File: config.mk
export PLATFORM = sky130hd
export DESIGN_NAME = gdpm_cfg
export DESIGN_NICKNAME = d
export VERILOG_FILES = /design/src/rtl/core/gdpm_pkg.sv /design/src/rtl/core/gdpm_cfg.sv
export SDC_FILE = /design/constraint.sdc
export NUM_CORES = 1
export LEC_CHECK = 0
export ABC_CLOCK_PERIOD_IN_PS = 2029
export BUFFER_PORTS_ARGS = -buffer_cell sky130_fd_sc_hd__buf_2
export CAP_MARGIN = 10
export CORE_MARGIN = 8
export CORE_UTILIZATION = 40
export CTS_BUF_LIST = sky130_fd_sc_hd__clkbuf_2 sky130_fd_sc_hd__clkbuf_4 sky130_fd_sc_hd__clkbuf_8
export DETAILED_ROUTE_END_ITERATION = 10
export GPL_TIMING_DRIVEN = 0
export PLACE_DENSITY = 0.78
export SYNTH_ARGS = -nofsm -noshare
export SYNTH_HDL_FRONTEND = slang
export SYNTH_SLANG_ARGS = --single-unit
File: constraint.sdc
create_clock -name clk_i -period 2.03 [get_ports clk_i]
set_input_delay 0.203 -clock clk_i [delete_from_list [all_inputs] [get_ports clk_i]]
set_output_delay 0.203 -clock clk_i [all_outputs]
set_load 0.005 [all_outputs]
File: src/rtl/core/gdpm_pkg.sv
// ============================================================================
// gdpm_pkg : shared types and constants of the gapped DNA pattern matcher
// Holds the command codes, register indexes and the structs that pass
// between the configuration block, the alignment cells and the top level.
// ============================================================================
package gdpm_pkg;

  // Input word commands.
  typedef enum logic [1:0] {
    CMD_WRITE_PATTERN = 2'd0,
    CMD_SEQ_BASE      = 2'd1,
    CMD_RESTART       = 2'd2,
    CMD_UNUSED        = 2'd3
  } cmd_e;

  // Register indexes (byte address divided by four).
  localparam logic [1:0] REG_PATTERN_LENGTH = 2'd0;
  localparam logic [1:0] REG_HOLE_LIMIT     = 2'd1;
  localparam logic [1:0] REG_MAX_HOLE_WIDTH = 2'd2;

  localparam int unsigned CfgW    = 9;
  localparam int unsigned CountW  = 9;
  localparam int unsigned ApbAddrW = 4;
  localparam int unsigned ApbDataW = 32;

  localparam logic [CfgW-1:0] PatternLengthReset = 9'd1;
  localparam logic [CfgW-1:0] HoleLimitReset     = 9'd0;
  localparam logic [CfgW-1:0] MaxHoleWidthReset  = 9'd0;

  typedef struct packed {
    logic [CfgW-1:0] pattern_length;
    logic [CfgW-1:0] hole_limit;
    logic [CfgW-1:0] max_hole_width;
  } cfg_t;

  // Progress of one alignment as it moves from cell to cell.
  typedef struct packed {
    logic              alive;
    logic [CountW-1:0] holes;
    logic [CountW-1:0] run;
  } cell_state_t;

endpackage

File: src/rtl/core/gdpm_cfg.sv
// ============================================================================
// gdpm_cfg : configuration registers of the gapped DNA pattern matcher
// APB-style register file with an always-ready access phase.
// ============================================================================
module gdpm_cfg
  import gdpm_pkg::*;
(
  input  logic                clk_i,
  input  logic                rst_ni,
  input  logic                psel,
  input  logic                penable,
  input  logic                pwrite,
  input  logic [ApbAddrW-1:0] paddr,
  input  logic [ApbDataW-1:0] pwdata,
  output logic [ApbDataW-1:0] prdata,
  output logic                pready,
  output cfg_t                cfg_o
);

  cfg_t       cfg_q, cfg_d;
  logic       wr_en;
  logic [1:0] reg_idx;

  assign pready  = 1'b1;
  assign reg_idx = paddr[3:2];
  assign wr_en   = psel && penable && pwrite && pready;

  always_comb begin
    cfg_d = cfg_q;
    if (wr_en) begin
      case (reg_idx)
        REG_PATTERN_LENGTH: cfg_d.pattern_length = pwdata[CfgW-1:0];
        REG_HOLE_LIMIT:     cfg_d.hole_limit     = pwdata[CfgW-1:0];
        REG_MAX_HOLE_WIDTH: cfg_d.max_hole_width = pwdata[CfgW-1:0];
        default: ;
      endcase
    end
  end

  always_ff @(posedge clk_i or negedge rst_ni) begin
    if (!rst_ni) begin
      cfg_q.pattern_length <= PatternLengthReset;
      cfg_q.hole_limit     <= HoleLimitReset;
      cfg_q.max_hole_width <= MaxHoleWidthReset;
    end else begin
      cfg_q <= cfg_d;
    end
  end

  always_comb begin
    case (reg_idx)
      REG_PATTERN_LENGTH: prdata = ApbDataW'(cfg_q.pattern_length);
      REG_HOLE_LIMIT:     prdata = ApbDataW'(cfg_q.hole_limit);
      REG_MAX_HOLE_WIDTH: prdata = ApbDataW'(cfg_q.max_hole_width);
      default:            prdata = '0;
    endcase
  end

  assign cfg_o = cfg_q;

endmodule

==> flow_summary.json <==
{
  "netSwitchingFraction": 0.297,
  "r2r_setup_slack_ps": 1240,
  "dieArea_mm2": 0.00579,
  "fin_tns_setup_ps": 0,
  "drt-vias-per-instance": 4.38,
  "ioPinCount": 101,
  "placed_area_mm2": 0.00184,
  "dp_hpwl_um": 2620,
  "ys_ff_latch": 27,
  "final_common_cell": "buf_2",
  "finalMaxSlewViolations": 0,
  "path_clk_slew_ps": 150,
  "critical_path.endpoint": "prdata[8]",
  "port-buffer-count": 51,
  "power_uw": 1470,
  "synth.avg_cell_area_um2": 12.3,
  "synth.distinct_cells": 17,
  "clock_latency_ps": 310,
  "vdd_drop_max_mv": 0.455,
  "synthToLayoutAreaGrowth_pct": 30.2,
  "cts_tree": "yes",
  "p_clk_frac": 0.158,
  "grt_pass1_wl_um": 5760,
  "clock_path_buffers": 2,
  "cp_max_fo": 10,
  "pwr-share-comb": 0.326,
  "reg2regPathDepth": 1,
  "worstPathRequired_ps": 1830,
  "hold_depth": 2,
  "holdCritPathClass": "input pin to register",
  "arrival_ps": 1420,
  "numCtsBuffers": 3,
  "layout.cells.non_filler": 243,
  "endpoint_kind": "output port",
  "r2r-start": "cfg_o[15]",
  "cts_root_buffer": "clkbuf_4",
  "grt_overflow_total": 0,
  "synth_area_mm2": 0.00144,
  "max_slew_margin": 0.414,
  "finalCritPeriodShare": 0.801,
  "hold_viol": 0,
  "cts_max_level": 1,
  "vias": 1064,
  "netSwitchingPower_uw": 436,
  "grt_setup_unrepaired": "no",
  "dieWidth_um": 76.1,
  "fmax_ghz": 0.615,
  "fin_util": 0.525,
  "grt_max_degree": 28,
  "setup_violations": 0,
  "seqPwrFrac": 0.516,
  "fin_area_mm2": 0.00188,
  "fin_crit_ps": 1630,
  "largest_reg_flops": 27,
  "cts.sinks": 27,
  "initialDrtViolationCount": 11,
  "path_class": "input pin to output port",
  "final_nets": 237,
  "drtAntennaViolNets": 0,
  "layout_common_cells": "buf_2, dfrtp_1, buf_4, conb_1, mux2_2",
  "skew_ps": 0,
  "gp_congestion": 0.695,
  "worst_pin_slew_ps": 875,
  "maxCapViolCount": 0,
  "drive_gt1_frac": 0.579,
  "routedWlPerCell_um": 14.3,
  "track_usage": 0.117,
  "drc": 0,
  "antenna_found_initial": 0,
  "post_cts_resize_count": 0,
  "cp-start-kind": "input pin",
  "initial_core_util": 0.403,
  "status": "finished clean",
  "cp-startpoint": "paddr[3]",
  "grt_pass1_vias": 1117,
  "yosysWarnings": 0,
  "fp-row-count": 22,
  "ys_seq_area_frac": 0.469,
  "p_per_area_mw_per_mm2": 780,
  "p_int_uw": 1030,
  "die_h_um": 76.1,
  "leakagePower_uw": 0.00104,
  "netlist_instances": 117,
  "diodes": 0,
  "reg2reg_to": "cfg_o[15]",
  "dr.pass1.iters": 4,
  "core_area_mm2": 0.00358,
  "dp.cells": 238,
  "routed_wirelength_um": 3470
}
## metal layers
layer,vias up,track usage,part of all wire
li1,506,-,-
met1,503,0.150,0.47
met2,55,0.186,0.43
met3,0,0.0507,0.10
met4,0,0.00577,0
met5,-,0,0
## synth_stat cells
library cell	n	area, µm²
mux2_2	18	203
dfrtp_1	26	651
mux2_4	9	135
or3b_1	1	8.76
mux2i_1	9	90.1
buf_2	3	15.0
buf_1	1	3.75
nand3_2	1	10.0
nor2b_1	1	6.26
conb_1	2	7.51
nand2_1	9	33.8
nor3b_1	1	7.51
buf_4	24	180
o21ai_0	9	45.0
dfstp_2	1	26.3
nor3_2	1	10.0
buf_6	1	11.3
## power groups by stage
stage	Sequential [µW]	Clock (µW)	Combinational (µW)
6_report	757	231	478
4_1_cts	759	240	486
3_3_place_gp	765	0	474
2_1_floorplan	772	0	243
5_1_grt	779	255	532
3_5_place_dp	768	0	485
## layout make-up
type | instances | area, µm²
flip-flops and latches | 27 | 677
clock buffers | 3 | 22.5
multi-input cells | 83 | 639
repair buffers | 52 | 265
clock inverters | 1 | 5.00
plain buffers | 29 | 210
well taps | 48 | 60.1
fillers | 340 | 1700
## logic make-up (layout without fill, tap and decap cells)
logic type	count (synthesis)	in the layout	synth area share
AO/OA/AOI/OAI	9	9	0.0312
buffers and inverters	29	85	0.146
flip-flops	27	27	0.469
multiplexers	36	36	0.296
other	2	24	0.00520
AND/OR/NAND/NOR	14	14	0.0529
## what timing repair did
action	in CTS	in global routing
setup buffers	0	0
hold buffers	1	0
hold endpoints to repair	26	0
## through the flow
step                      worst slack, ps  hold slack [ps]
after global routing                  239              128
after detailed placement              363              251
after floorplan                       798            -92.6
final                                 403              129
after CTS                             373              126
after global placement                392              246
## worst max-delay path: stages
cell	delay, ps
buf_2	110
buf_1	390
nor2b_1	180
buf_2	240
nand2_1	80
o21ai_0	70
buf_2	140
## how the worst min path moves through the flow
stage / start / slack [ps] / end
after global placement: rst_ni / 250 / cfg_o[22]
after CTS: pwdata[0] / 130 / cfg_o[9]
after detailed placement: rst_ni / 250 / cfg_o[22]
after global routing: pwdata[6] / 130 / cfg_o[24]
after floorplan: rst_ni / -90 / cfg_o[0]
final: pwdata[5] / 130 / cfg_o[14]
Note: power is estimated with default switching activity, not from simulation.
