===== config.mk =====
export PLATFORM = sky130hd
export DESIGN_NAME = gdpm_cell
export DESIGN_NICKNAME = d
export VERILOG_FILES = /design/src/rtl/core/gdpm_pkg.sv /design/src/rtl/core/gdpm_cell.sv
export SDC_FILE = /design/constraint.sdc
export NUM_CORES = 1
export LEC_CHECK = 0
export ABC_CLOCK_PERIOD_IN_PS = 5030
export BUFFER_PORTS_ARGS = -buffer_cell sky130_fd_sc_hd__buf_2
export CAP_MARGIN = 10
export CORE_ASPECT_RATIO = 1.4
export CORE_UTILIZATION = 52
export CTS_CLUSTER_SIZE = 16
export DETAILED_ROUTE_END_ITERATION = 16
export PLACE_DENSITY_LB_ADDON = 0.3
export RECOVER_POWER = 25
export SLEW_MARGIN = 20
export SYNTH_ARGS = -nofsm -noshare
export SYNTH_HDL_FRONTEND = slang
export SYNTH_SLANG_ARGS = --single-unit
export TNS_END_PERCENT = 1

===== constraint.sdc =====
create_clock -name clk_i -period 5.03 [get_ports clk_i]
set_clock_uncertainty 0.2 [all_clocks]
set_input_delay 0 -clock clk_i [delete_from_list [all_inputs] [get_ports clk_i]]
set_output_delay 0 -clock clk_i [all_outputs]
set_load 0.005 [all_outputs]

===== src/rtl/core/gdpm_pkg.sv =====
// ============================================================================
// gdpm_pkg : shared types and constants of the gapped DNA pattern matcher
// Holds the command codes, register indexes and the structs that pass
// between the configuration block, the alignment cells and the top level.
// ============================================================================
package gdpm_pkg;

  // Input word commands.
  typedef enum logic [1:0] {
    CMD_WRITE_PATTERN = 2'd0,
    CMD_SEQ_BASE      = 2'd1,
    CMD_RESTART       = 2'd2,
    CMD_UNUSED        = 2'd3
  } cmd_e;

  // Register indexes (byte address divided by four).
  localparam logic [1:0] REG_PATTERN_LENGTH = 2'd0;
  localparam logic [1:0] REG_HOLE_LIMIT     = 2'd1;
  localparam logic [1:0] REG_MAX_HOLE_WIDTH = 2'd2;

  localparam int unsigned CfgW    = 9;
  localparam int unsigned CountW  = 9;
  localparam int unsigned ApbAddrW = 4;
  localparam int unsigned ApbDataW = 32;

  localparam logic [CfgW-1:0] PatternLengthReset = 9'd1;
  localparam logic [CfgW-1:0] HoleLimitReset     = 9'd0;
  localparam logic [CfgW-1:0] MaxHoleWidthReset  = 9'd0;

  typedef struct packed {
    logic [CfgW-1:0] pattern_length;
    logic [CfgW-1:0] hole_limit;
    logic [CfgW-1:0] max_hole_width;
  } cfg_t;

  // Progress of one alignment as it moves from cell to cell.
  typedef struct packed {
    logic              alive;
    logic [CountW-1:0] holes;
    logic [CountW-1:0] run;
  } cell_state_t;

endpackage


===== src/rtl/core/gdpm_cell.sv =====
// ============================================================================
// gdpm_cell : one alignment cell of the gapped DNA pattern matcher
// Holds one pattern base, compares it with the incoming sequence base and
// registers the advanced alignment for its right-hand neighbour.
// ============================================================================
module gdpm_cell
  import gdpm_pkg::*;
(
  input  logic            clk_i,
  input  logic            rst_ni,
  input  logic            pat_we_i,
  input  logic [1:0]      pat_base_i,
  input  logic            step_i,
  input  logic            clear_i,
  input  logic            active_i,
  input  logic [1:0]      base_i,
  input  logic [CfgW-1:0] hole_limit_i,
  input  logic [CfgW-1:0] max_hole_width_i,
  input  cell_state_t     prev_i,
  output cell_state_t     state_o
);

  logic [1:0]      pat_q;
  cell_state_t     state_q, state_d;
  logic            mismatch;
  logic [CountW:0] run_n, holes_n;
  logic            keep;

  always_ff @(posedge clk_i) begin
    if (pat_we_i) begin
      pat_q <= pat_base_i;
    end
  end

  always_comb begin
    mismatch = (base_i != pat_q);
    run_n    = mismatch ? ({1'b0, prev_i.run} + 1'b1) : '0;
    holes_n  = {1'b0, prev_i.holes} + (CountW+1)'(mismatch && (prev_i.run == '0));
    keep     = prev_i.alive
               && !(mismatch && (run_n > {1'b0, max_hole_width_i}))
               && !(holes_n > {1'b0, hole_limit_i});

    state_d = state_q;
    if (clear_i) begin
      state_d.alive = 1'b0;
    end else if (step_i) begin
      state_d.alive = active_i && keep;
      state_d.holes = holes_n[CountW-1:0];
      state_d.run   = run_n[CountW-1:0];
    end
  end

  always_ff @(posedge clk_i or negedge rst_ni) begin
    if (!rst_ni) begin
      state_q <= '0;
    end else begin
      state_q <= state_d;
    end
  end

  assign state_o = state_q;

endmodule

==> impl_metrics.sql, run 1 <==
INSERT INTO impl_metrics (metric_group, metric, value, unit) VALUES
('critical_path', 'max_stage_delay', '660', 'ps'),
('detailed_routing', 'detailedRoute.firstIterationViolations', '34', ''),
('sta', 'fin_crit_sh', '0.8142', ''),
('synthesis', 'synth_seq_area_share', '0.3323', ''),
('critical_path', 'crit-reg2reg-launch', 'pat_q[1]$_DFFE_PP_', ''),
('pwr', 'ir_worst_vdd', '0.0001542', 'V'),
('grt', 'number_of_global_route_vias_before_repair', '1528', ''),
('pwr', 'internal', '0.3299', 'mW'),
('sta', 'final.setup.tns', '0', 'ps'),
('clock_tree', 'clk_pin_slew', '80', 'ps'),
('synthesis', 'synth_top_family_by_area', 'simple AND/OR/NAND/NOR gates', ''),
('clock_tree', 'clock_tree.htree_level_count', '1', ''),
('grt', 'initial_antenna_violation_count', '0', ''),
('layout', 'fillers', '234', ''),
('layout', 'final_core_util', '0.7546', ''),
('grt', 'global_route_wire_length_before_repair', '6334', 'um'),
('grt', 'aggregate_global_route_resource_usage', '0.2501', ''),
('detailed_routing', 'route.detailed.drc', '0', ''),
('critical_path', 'cp_data_required_time', '5030', 'ps'),
('grt', 'grt_max_degree', '29', ''),
('pwr', 'powerDensity', '215.5', 'nW/um^2'),
('synthesis', 'yosys.area_share.adder', '0.1708', ''),
('clock_tree', 'cts_hold_buf', '18', ''),
('sta', 'fmax', '0.2442', 'GHz'),
('synthesis', 'yosysWarningCount', '0', ''),
('critical_path', 'critical_path_buf_inv_count', '3', ''),
('layout', 'layout.area.seq', '535.5', 'sq um'),
('critical_path', 'gate_family_responsible_for_the_most_delay_along_the_worst_path', 'simple AND/OR/NAND/NOR gates', ''),
('clock_tree', 'ctsResizeCount', '0', ''),
('min_path', 'timing.hold.worst.class', 'input pin to flip-flop', ''),
('place', 'post-dp-hpwl', '3020', 'um'),
('floorplanning', 'coreArea', '2907', 'sq um'),
('clock_tree', 'post_cts_buffers', '0', ''),
('critical_path', 'path_max_fanout', '4', ''),
('pwr', 'p_leak', '1.140', 'nW'),
('pwr', 'clock_power_share', '0.231', ''),
('floorplanning', 'io_pins', '66', ''),
('critical_path', 'startpoint_types', 'input pin', ''),
('pwr', 'power.switching_fraction', '0.3018', ''),
('floorplanning', 'die_width', '49.05', 'um'),
('clock_tree', 'cts-buffers-inserted', '3', ''),
('critical_path', 'critical_path_arrival', '4090', 'ps'),
('synthesis', 'synthesis.instances', '179', ''),
('sta', 'report.final.setup_viol', '0', ''),
('critical_path', 'criticalPathCategory', 'input pin to flip-flop', ''),
('synthesis', 'synthesis.area_per_instance', '9.003', 'sq um'),
('detailed_routing', 'via_count', '1546', ''),
('clock_tree', 'cts_root_buffer', 'clkbuf_8', ''),
('layout', 'final_nets', '332', ''),
('synthesis', 'post_synth_xor_xnor_area', '0.08696', ''),
('clock_tree', 'tritoncts', 'done', ''),
('detailed_routing', 'drt-wirelength-per-cell', '13.07', 'um'),
('floorplanning', 'die_h', '67.87', 'um'),
('sta', 'rsz_0062_raised_after_global_routing', 'false', ''),
('synthesis', 'synth-compound-area-share', '0.1033', ''),
('clock_tree', 'clk_path_buf_depth', '2', ''),
('place', 'placement.io_buffers', '65', ''),
('run_status', 'result_of_the_run', 'complete, no violations', ''),
('critical_path', 'cp_slowest_cell', 'or4b_2', ''),
('synthesis', 'mappedNetlistNets', '248', ''),
('layout', 'n_antenna_cell', '0', ''),
('grt', 'grt_overflow_total', '0', ''),
('min_path', 'holdCritStartpoint', 'prev_i[0]', ''),
('synthesis', 'synth_mux_area_frac', '0.06289', ''),
('synthesis', 'synth_simple_gate_area_share', '0.1817', ''),
('run', 'maxCapViolations', '0', ''),
('synthesis', 'synth_area', '1612', 'sq um'),
('critical_path', 'timing.critical_path.from', 'prev_i[6]', ''),
('critical_path', 'critical_path.endpoint_type', 'flip-flop', ''),
('pwr', 'power.share.combinational', '0.332', ''),
('critical_path', 'critical_path.cell_chain', 'dlygate4sd3_1 > buf_2 > or4b_2 > nor3_1 > ha_1 > nand2_1 > nor2_1 > nand3_1 > xnor2_1 > ha_1 > a2111oi_0 > o221ai_1 > nand4_1 > and4_1 > dlygate4sd3_1', '');
[area by class of cell]
cell class / instances / area share
Clock buffer: 3 / 0.01882
Timing Repair Buffer: 83 / 0.2299
Tap cell: 37 / 0.02111
Clock inverter: 1 / 0.002282
Sequential cell: 21 / 0.2442
Multi-Input combinational cell: 132 / 0.4461
Inverter: 22 / 0.03765
[state kept, by name (all words and copies together), names as in the netlist]
register,flops
state_o,19
pat_q,2
[power groups by stage]
stage / clock network [mW] / logic, mW / registers, mW
final: 0.109 / 0.157 / 0.207
after global routing: 0.117 / 0.176 / 0.209
after CTS: 0.112 / 0.157 / 0.207
after detailed placement: 0 / 0.146 / 0.210
after global placement: 0 / 0.142 / 0.210
after floorplan: 0 / 0.0774 / 0.212
[cells by family (layout without fill, tap and decap cells)]
kind of cell	count (synthesis)	count (layout)
flip-flops	21	21
multiplexers	9	9
buffers and inverters	26	109
AO/OA/AOI/OAI	25	25
AND/OR/NAND/NOR	60	60
adder cells (fa/ha/maj)	22	22
XOR/XNOR	16	16
[worst register-to-register path: cells and delay by family (launching register included)]
family | cells | cell delay (ps)
xor gates and xnor gates | 2 | 350
and+or+nand+nor | 6 | 1070
buffers and inverters | 1 | 530
DFF | 1 | 380
adders and majority gates | 3 | 670
AOI/OAI and AO/OA | 2 | 600
[per-layer routing]
metal  routed length (um)  global-route usage  vias up
met5                    0                   0        -
met4                   60             0.09191        0
met2                 2167              0.5035       48
met3                  107             0.02889        6
met1                 1572              0.2662      703
li1                     -                   -      789
[placed cells by master (no fill, tap or decap), types with 2 or more instances in the layout]
cell / netlist / routed
buf_2: 2 / 64
inv_1: 22 / 22
ha_1: 22 / 22
nand2_1: 20 / 20
dfrtp_1: 19 / 19
dlygate4sd3_1: 0 / 18
nor2_1: 14 / 14
xor2_1: 9 / 9
mux2_2: 9 / 9
o31ai_1: 8 / 8
nand3_1: 7 / 7
xnor2_1: 7 / 7
nand4_1: 7 / 7
a21oi_1: 6 / 6
o21ai_0: 4 / 4
and4_1: 3 / 3
clkbuf_8: 0 / 3
or4_1: 2 / 2
nor3_1: 2 / 2
a21o_1: 2 / 2
o221ai_1: 2 / 2
edfxtp_1: 2 / 2
[path summary, 6_finish.rpt]
path,endpoint,slack [ps],cells after the start
setup / recovery,state_o[18]$_DFFE_PN0P_,930,15
hold / removal,state_o[0]$_DFFE_PN0P_,5,4
setup reg to reg,state_o[18]$_DFFE_PN0P_,1140,14
hold reg to reg,state_o[2]$_DFFE_PN0P_,280,2
max in group asynchronous,state_o[7]$_DFFE_PN0P_,3790,2
min in group asynchronous,state_o[17]$_DFFE_PN0P_,240,2
[synth_stat cells]
cell type / count / share of area
ha_1: 22 / 0.17
inv_1: 22 / 0.051
nand2_1: 20 / 0.047
dfrtp_1: 19 / 0.30
nor2_1: 14 / 0.033
mux2_2: 9 / 0.063
xor2_1: 9 / 0.049
o31ai_1: 8 / 0.037
nand3_1: 7 / 0.022
nand4_1: 7 / 0.027
xnor2_1: 7 / 0.038
a21oi_1: 6 / 0.019
o21ai_0: 4 / 0.012
and4_1: 3 / 0.016
a21o_1: 2 / 0.0093
buf_2: 2 / 0.0062
clkbuf_1: 2 / 0.0047
edfxtp_1: 2 / 0.037
nor3_1: 2 / 0.0062
o221ai_1: 2 / 0.011
or4_1: 2 / 0.0093
a2111oi_0: 1 / 0.0054
a211oi_1: 1 / 0.0047
and3_1: 1 / 0.0039
nand2b_1: 1 / 0.0039
nor2_2: 1 / 0.0039
nor2b_1: 1 / 0.0039
o211ai_1: 1 / 0.0047
or4b_2: 1 / 0.0062
[stage by stage]
stage          setup WS (ps)  instances  total power, mW  hold WS, ps  instance area [sq um]
6_report               934.8        299           0.4726        5.229                   2193
5_1_grt                627.6        299           0.5027        53.28                   2193
4_1_cts                941.6        299           0.4761        5.500                   2192
3_5_place_dp            1677        277           0.3564       -239.8                   1966
3_3_place_gp            1690        277           0.3517       -248.2                   1966
2_1_floorplan           1920        179           0.2892       -495.6                   1612
Note: power is estimated with default switching activity, not from simulation.
==> run 2: changes to the inputs <==
ABC_CLOCK_PERIOD_IN_PS = 3600   (was 5030)
CORE_UTILIZATION = 44   (was 52)
clock period = 3.6 ns   (was 5.03 ns; I/O delays follow)
==> run 2 against run 1 <==
Net effect: first-iteration DRC count down 62%; cell area up 0.80%; sequential power grew 39%; utilization decreased by 11 points; flip-flop and latch count did not move; sequential share of layout area down 0.19 points; non-clock buffer count rose by 1; largest cell class unchanged; setup slack worse by 740 ps; power grew 41%; largest power group unchanged; wire length down 1.7%; via count is 1.3% higher.
==> impl_metrics.sql, run 2 (synthesized netlist as in run 1, its figures left out) <==
INSERT INTO impl_metrics (metric_group, metric, value, unit) VALUES
('floorplanning', 'coreArea', '3441', 'sq um'),
('detailed_routing', 'via_per_inst', '5.168', ''),
('place', 'dp_slack', '60.60', 'ps'),
('layout', 'largest_register_ffs', '19', ''),
('pwr', 'power.switching_fraction', '0.3044', ''),
('detailed_routing', 'drt-wirelength-per-cell', '12.68', 'um'),
('pwr', 'psw', '0.2033', 'mW'),
('sta', 'timing.slew.headroom', '0.3010', ''),
('critical_path', 'worstReg2RegEnd', 'state_o[18]$_DFFE_PN0P_', ''),
('min_path', 'timing.hold.worst.class', 'input pin to flip-flop', ''),
('detailed_routing', 'detailedRoute.firstPassIterationCount', '4', ''),
('place', 'post-dp-hpwl', '3009', 'um'),
('floorplanning', 'io_pins', '66', ''),
('clock_tree', 'cts_root_buffer', 'clkbuf_8', ''),
('clock_tree', 'clk_path_buf_depth', '2', ''),
('sta', 'final.setup.tns', '0', 'ps'),
('floorplanning', 'die_h', '73.61', 'um'),
('floorplanning', 'die_width', '53.15', 'um'),
('pwr', 'internal', '0.4647', 'mW'),
('detailed_routing', 'detailedRoute.firstIterationViolations', '13', ''),
('pwr', 'clock_power_share', '0.236', ''),
('place', 'placement.io_buffers', '65', ''),
('critical_path', 'worst_reg_to_reg_cells', '14', ''),
('sta', 'fmax', '0.2934', 'GHz'),
('pwr', 'power.share.sequential', '0.432', ''),
('floorplanning', 'row_count', '25', ''),
('clock_tree', 'clk_pin_slew', '80', 'ps'),
('clock_tree', 'tritoncts', 'done', ''),
('critical_path', 'cp_data_required_time', '3600', 'ps'),
('pwr', 'powerDensity', '302.2', 'nW/um^2'),
('floorplanning', 'die_area', '3912', 'sq um'),
('clock_tree', 'cts-buffers-inserted', '3', ''),
('layout', 'stdcell_count', '303', ''),
('place', 'routability_congestion', '0.8184', ''),
('min_path', 'min_to', 'state_o[0]$_DFFE_PN0P_', ''),
('grt', 'aggregate_global_route_resource_usage', '0.2108', ''),
('layout', 'ratio_of_cells_with_drive_above_1_in_the_final_layout', '0.3080', ''),
('grt', 'number_of_global_route_vias_before_repair', '1583', ''),
('layout', 'final_core_util', '0.6425', ''),
('layout', 'n_antenna_cell', '0', ''),
('detailed_routing', 'drtAntennaViolNets', '0', ''),
('critical_path', 'startpoint_types', 'input pin', ''),
('critical_path', 'critical_path.endpoint_type', 'flip-flop', ''),
('clock_tree', 'clk_latency', '260', 'ps'),
('floorplanning', 'starting_density_of_the_core', '0.4684', ''),
('grt', 'grt_max_degree', '29', ''),
('detailed_routing', 'via_count', '1566', ''),
('pwr', 'power.share.combinational', '0.332', ''),
('critical_path', 'crit-reg2reg-launch', 'pat_q[1]$_DFFE_PP_', ''),
('detailed_routing', 'route.detailed.drc', '0', ''),
('pwr', 'ir_worst_vdd', '0.0001931', 'V'),
('sta', 'final.setup.worst_slack', '191.6', 'ps'),
('run_status', 'result_of_the_run', 'complete, no violations', ''),
('critical_path', 'path_max_fanout', '4', ''),
('detailed_routing', 'postRouteWirelength', '3841', 'um'),
('sta', 'rsz_0062_raised_after_global_routing', 'false', ''),
('sta', 'fin_crit_sh', '0.9468', ''),
('sta', 'final.min_clock_period', '3408', 'ps'),
('sta', 'drv_slew', '0', ''),
('critical_path', 'timing.reg2reg.setup_slack', '380', 'ps'),
('layout', 'areaGrowthSynthToFinish', '37.19', '%'),
('pwr', 'p_leak', '1.140', 'nW'),
('place', 'numPlacedInstances', '281', ''),
('sta', 'report.final.setup_viol', '0', ''),
('grt', 'grt_overflow_total', '0', ''),
('min_path', 'holdCritStartpoint', 'prev_i[0]', ''),
('layout', 'most-common-layout-cells', 'buf_2, inv_1, ha_1', ''),
('min_path', 'holdPathStages', '4', ''),
('grt', 'global_route_wire_length_before_repair', '6147', 'um'),
('clock_tree', 'clock_tree.htree_level_count', '1', ''),
('critical_path', 'criticalPathCategory', 'input pin to flip-flop', ''),
('grt', 'initial_antenna_violation_count', '0', ''),
('layout', 'final_nets', '333', ''),
('sta', 'finalHoldViolCount', '0', ''),
('layout', 'commonest_non_fill_non_tap_cell_in_the_layout', 'buf_2', ''),
('run', 'maxCapViolations', '0', ''),
('clock_tree', 'cts_sinks', '21', ''),
('critical_path', 'critical_path_arrival', '3400', 'ps'),
('sta', 'worst_slew_pin_slew', '1048', 'ps');
## run 2: cell count changes in the layout (fill, tap and decap cells not counted), sizes merged
cell,delta
clkinv,-1
clkinvlp,+1
buf,+1
## run 2: critical path: stages
cell           delay, ps
dlygate4sd3_1        530
buf_2                140
or4_1                510
nor3_1               210
ha_1                 240
ha_1                 210
nand2_1               60
nor2_1               190
nand3_1              130
xnor2_1              160
ha_1                 210
a2111oi_2            350
o221ai_1             170
nand4_1              120
and4_1               190
## run 2: worst max-delay path by stage
stage,startpoint,endpoint,slack [ps],cells after the start
after floorplan,pat_q[1]$_DFFE_PP_,state_o[18]$_DFFE_PN0P_,490,15
after global placement,prev_i[0],state_o[18]$_DFFE_PN0P_,180,16
after detailed placement,prev_i[0],state_o[18]$_DFFE_PN0P_,60,16
after CTS,prev_i[3],state_o[18]$_DFFE_PN0P_,70,15
after global routing,prev_i[3],state_o[18]$_DFFE_PN0P_,20,15
final,prev_i[3],state_o[18]$_DFFE_PN0P_,190,15
## run 2: power groups by stage
stage	combinational [mW]	clock, mW	sequential, mW
after floorplan	0.108	0	0.296
after global routing	0.253	0.175	0.293
after detailed placement	0.206	0	0.294
after CTS	0.221	0.162	0.289
after global placement	0.202	0	0.293
final	0.222	0.158	0.288
## run 2: per-layer routing
metal  global-route usage  up-vias  part of all wire
met5                    0        -                 0
met4              0.08480        0             0.016
met3              0.02277        8             0.052
met2               0.4135       59              0.54
met1               0.2155      703              0.39
li1                     -      796                 -
## run 2: what timing repair did
action,CTS,global route
endpoints found under the setup margin,0,1
hold buffers,17,1
setup buffers,0,0
resized for setup,0,2
endpoints found under the hold margin,35,1
## run 2: layout make-up
class                      count  area [sq um]
fill                         335          1230
multi-input combinational    132         982.2
sequential                    21         535.5
timing repair buffer          84         511.7
inverter                      22         82.58
tap                           40         50.05
clock buffer                   3         41.29
clock inverter                 1         7.507
## run 2: metrics by stage
step                      instance area [sq um]  hold WS [ps]  power, mW
final                                      2211         42.42     0.6681
after global routing                       2211         43.34     0.7214
after CTS                                  2196         2.287     0.6728
after detailed placement                   1977        -236.7     0.5007
after global placement                     1977        -240.3     0.4946
after floorplan                            1612        -495.6     0.4041
==> run 3: changes to the inputs <==
ABC_AREA = 1   (was not set)
CORE_UTILIZATION = 45   (was 44)
==> run 3 against run 2 <==
Net effect: final cell count rose by 26%; utilization rose by 0.96 points; maximum frequency rose by 9.6%; largest cell class unchanged.
==> impl_metrics.sql, run 3 <==
INSERT INTO impl_metrics (metric_group, metric, value, unit) VALUES
('grt', 'number_of_global_route_vias_before_repair', '1867', ''),
('critical_path', 'critical_path_arrival', '3070', 'ps'),
('pwr', 'powerDensity', '279.9', 'nW/um^2'),
('min_path', 'min_to', 'state_o[2]$_DFFE_PN0P_', ''),
('critical_path', 'cp_data_required_time', '3560', 'ps'),
('sta', 'final.setup.tns', '0', 'ps'),
('pwr', 'power.share.combinational', '0.345', ''),
('layout', 'ratio_of_cells_with_drive_above_1_in_the_final_layout', '0.2507', ''),
('clock_tree', 'post_cts_buffers', '0', ''),
('critical_path', 'worst_reg_to_reg_cells', '25', ''),
('clock_tree', 'ctsResizeCount', '0', ''),
('synthesis', 'yosysWarningCount', '0', ''),
('floorplanning', 'coreArea', '3676', 'sq um'),
('detailed_routing', 'drtAntennaViolNets', '0', ''),
('pwr', 'p_leak', '1.428', 'nW'),
('pwr', 'clock_power_share', '0.228', ''),
('clock_tree', 'clk_path_buf_depth', '2', ''),
('synthesis', 'synth_most_common_cell', 'nand2_1', ''),
('sta', 'final.min_clock_period', '3110', 'ps'),
('pwr', 'psw', '0.2129', 'mW'),
('critical_path', 'timing.reg2reg.setup_slack', '490', 'ps'),
('detailed_routing', 'via_per_inst', '4.911', ''),
('synthesis', 'post_synth_main_area_contributors', 'dfrtp_1, nand2_1, ha_1', ''),
('pwr', 'internal', '0.4581', 'mW'),
('grt', 'grt_max_degree', '29', ''),
('critical_path', 'worstReg2RegEnd', 'state_o[18]$_DFFE_PN0P_', ''),
('critical_path', 'criticalPathCategory', 'flip-flop to flip-flop', ''),
('synthesis', 'synth-edff-count', '2', ''),
('run', 'maxCapViolations', '0', ''),
('critical_path', 'crit-reg2reg-launch', 'pat_q[1]$_DFFE_PP_', ''),
('clock_tree', 'clk_latency', '260', 'ps'),
('synthesis', 'ys_async_sr_fraction', '0.9048', ''),
('detailed_routing', 'detailedRoute.firstPassIterationCount', '4', ''),
('layout', 'areaGrowthSynthToFinish', '38.14', '%'),
('synthesis', 'area_leader_netlist', 'dfrtp_1', ''),
('synthesis', 'synth_area', '1735', 'sq um'),
('clock_tree', 'cts_sinks', '21', ''),
('grt', 'grt_overflow_total', '0', ''),
('detailed_routing', 'via_count', '1871', ''),
('min_path', 'timing.hold.worst.class', 'input pin to flip-flop', ''),
('synthesis', 'synthesis.area_per_instance', '7.026', 'sq um'),
('layout', 'most-common-layout-cells', 'nand2_1, buf_2, inv_1', ''),
('pwr', 'power', '0.6710', 'mW'),
('synthesis', 'synth_top_cell_area_share', '0.2740', ''),
('min_path', 'holdPathStages', '6', ''),
('detailed_routing', 'drt-wirelength-per-cell', '11.52', 'um'),
('sta', 'final.setup.worst_slack', '490.3', 'ps'),
('critical_path', 'startpoint_types', 'flip-flop', ''),
('sta', 'timing.slew.headroom', '0.3333', ''),
('synthesis', 'ys_seq_elements', '21', ''),
('min_path', 'holdCritStartpoint', 'prev_i[2]', ''),
('clock_tree', 'cts_root_buffer', 'clkbuf_8', ''),
('place', 'placement.io_buffers', '65', ''),
('place', 'post-dp-hpwl', '3537', 'um'),
('sta', 'finalHoldViolCount', '0', ''),
('synthesis', 'synth.lib_cells_used.distinct', '28', ''),
('layout', 'fillers', '365', ''),
('grt', 'aggregate_global_route_resource_usage', '0.2433', ''),
('pwr', 'ir_worst_vdd', '0.0001971', 'V'),
('synthesis', 'synth_seq_area_share', '0.3086', ''),
('layout', 'final_nets', '409', ''),
('detailed_routing', 'detailedRoute.firstIterationViolations', '27', ''),
('layout', 'largest_register_ffs', '19', ''),
('grt', 'global_route_wire_length_before_repair', '7327', 'um'),
('sta', 'drv_slew', '0', ''),
('sta', 'rsz_0062_raised_after_global_routing', 'false', ''),
('detailed_routing', 'route.detailed.drc', '0', ''),
('synthesis', 'dominantRegCellSynth', 'dfrtp_1', ''),
('clock_tree', 'cts-buffers-inserted', '3', ''),
('place', 'dp_slack', '495.7', 'ps'),
('layout', 'commonest_non_fill_non_tap_cell_in_the_layout', 'nand2_1', ''),
('sta', 'fmax', '0.3216', 'GHz'),
('pwr', 'power.share.sequential', '0.427', ''),
('floorplanning', 'die_area', '4113', 'sq um'),
('layout', 'final_core_util', '0.6521', ''),
('layout', 'multiInputGateArea', '1002', 'sq um'),
('floorplanning', 'starting_density_of_the_core', '0.4721', ''),
('run_status', 'result_of_the_run', 'complete, no violations', ''),
('detailed_routing', 'postRouteWirelength', '4391', 'um'),
('synthesis', 'post_synth_most_frequent_cells', 'nand2_1, inv_1, ha_1, dfrtp_1, nor2_1', ''),
('floorplanning', 'io_pins', '66', ''),
('grt', 'initial_antenna_violation_count', '0', ''),
('critical_path', 'path_max_fanout', '9', ''),
('floorplanning', 'die_h', '75.48', 'um'),
('synthesis', 'synthesis.instances', '247', ''),
('floorplanning', 'row_count', '26', ''),
('clock_tree', 'tritoncts', 'done', ''),
('sta', 'fin_crit_sh', '0.8638', ''),
('critical_path', 'critical_path.endpoint_type', 'flip-flop', ''),
('clock_tree', 'clock_tree.htree_level_count', '1', ''),
('layout', 'n_antenna_cell', '0', ''),
('pwr', 'power.switching_fraction', '0.3173', ''),
('place', 'routability_congestion', '0.8622', ''),
('sta', 'report.final.setup_viol', '0', ''),
('sta', 'worst_slew_pin_slew', '1000', 'ps'),
('synthesis', 'mappedNetlistNets', '316', ''),
('floorplanning', 'die_width', '54.49', 'um'),
('layout', 'layout.area.seq', '535.5', 'sq um'),
('clock_tree', 'clk_pin_slew', '70', 'ps');
## run 3: changes by cell type after synthesis, sizes merged, moves of 8 or more
cell   before  now
xor2        9    1
o31ai       8    0
mux2        9    0
nand2      20   83
o21ai       4   12
inv        22   50
## run 3: power by group through the flow
stage	sequential, mW	clock [mW]	combinational [mW]
2_1_floorplan	0.292	0	0.115
3_3_place_gp	0.290	0	0.205
3_5_place_dp	0.291	0	0.212
4_1_cts	0.287	0.154	0.234
5_1_grt	0.291	0.162	0.269
6_report	0.286	0.153	0.232
## run 3: final cells by class
class,count,area share
Sequential cell,21,0.2234
Tap cell,42,0.02192
Timing Repair Buffer,90,0.2396
Multi-Input combinational cell,174,0.4181
Clock buffer,4,0.01879
Inverter,50,0.07829
## run 3: how the worst max path moves through the flow
stage / slack (ps) / start / depth (start not counted) / endpoint
floorplan: 830 / pat_q[0]$_DFFE_PP_ / 25 / state_o[18]$_DFFE_PN0P_
global placement: 620 / pat_q[0]$_DFFE_PP_ / 25 / state_o[18]$_DFFE_PN0P_
detailed placement: 500 / pat_q[1]$_DFFE_PP_ / 25 / state_o[18]$_DFFE_PN0P_
CTS: 470 / pat_q[1]$_DFFE_PP_ / 25 / state_o[18]$_DFFE_PN0P_
global route: 140 / prev_i[0] / 27 / state_o[18]$_DFFE_PN0P_
finish: 490 / pat_q[1]$_DFFE_PP_ / 25 / state_o[18]$_DFFE_PN0P_
## run 3: metrics by stage
step / hold slack [ps] / area [sq um] / cells
floorplan: -495.6 / 1735 / 247
global placement: -245.1 / 2103 / 352
detailed placement: -243.9 / 2103 / 352
CTS: 13.73 / 2399 / 381
global route: 34.00 / 2397 / 381
finish: 12.26 / 2397 / 381
## run 3: cell families after synthesis
group / share of synthesized area
adders and majority gates: 0.1586
xor gates and xnor gates: 0.03461
AOI/OAI and AO/OA: 0.07210
buffers and inverters: 0.1139
and+or+nand+nor: 0.3122
DFF: 0.3086
## run 3: critical path, stage by stage, from the launching register on
cell	delay, ps
edfxtp_1	390
xnor2_1	150
nand2_2	140
inv_1	100
nor3_1	190
ha_1	220
ha_1	170
nand2_1	60
inv_2	50
nand2_1	60
nor2_2	140
inv_1	60
nand2_1	70
inv_1	40
ha_1	280
nand2_1	50
nor2_1	150
nand2_1	70
nand3_1	60
nand2_1	50
nand2_1	50
nand2_1	50
nand2_1	50
a21oi_1	50
nand2_1	60
nand2_1	40
## run 3: timing repair
action,in CTS,in global routing
endpoints found under the setup margin,0,0
hold endpoints to repair,41,0
hold buffers,25,0
## run 3: per-layer routing
layer  up-vias  share of wire  GRT usage
li1        948              -          -
met1       863           0.38     0.2437
met2        50           0.57     0.4905
met3        10          0.023    0.01397
met4         0          0.026    0.09972
met5         -              0          0
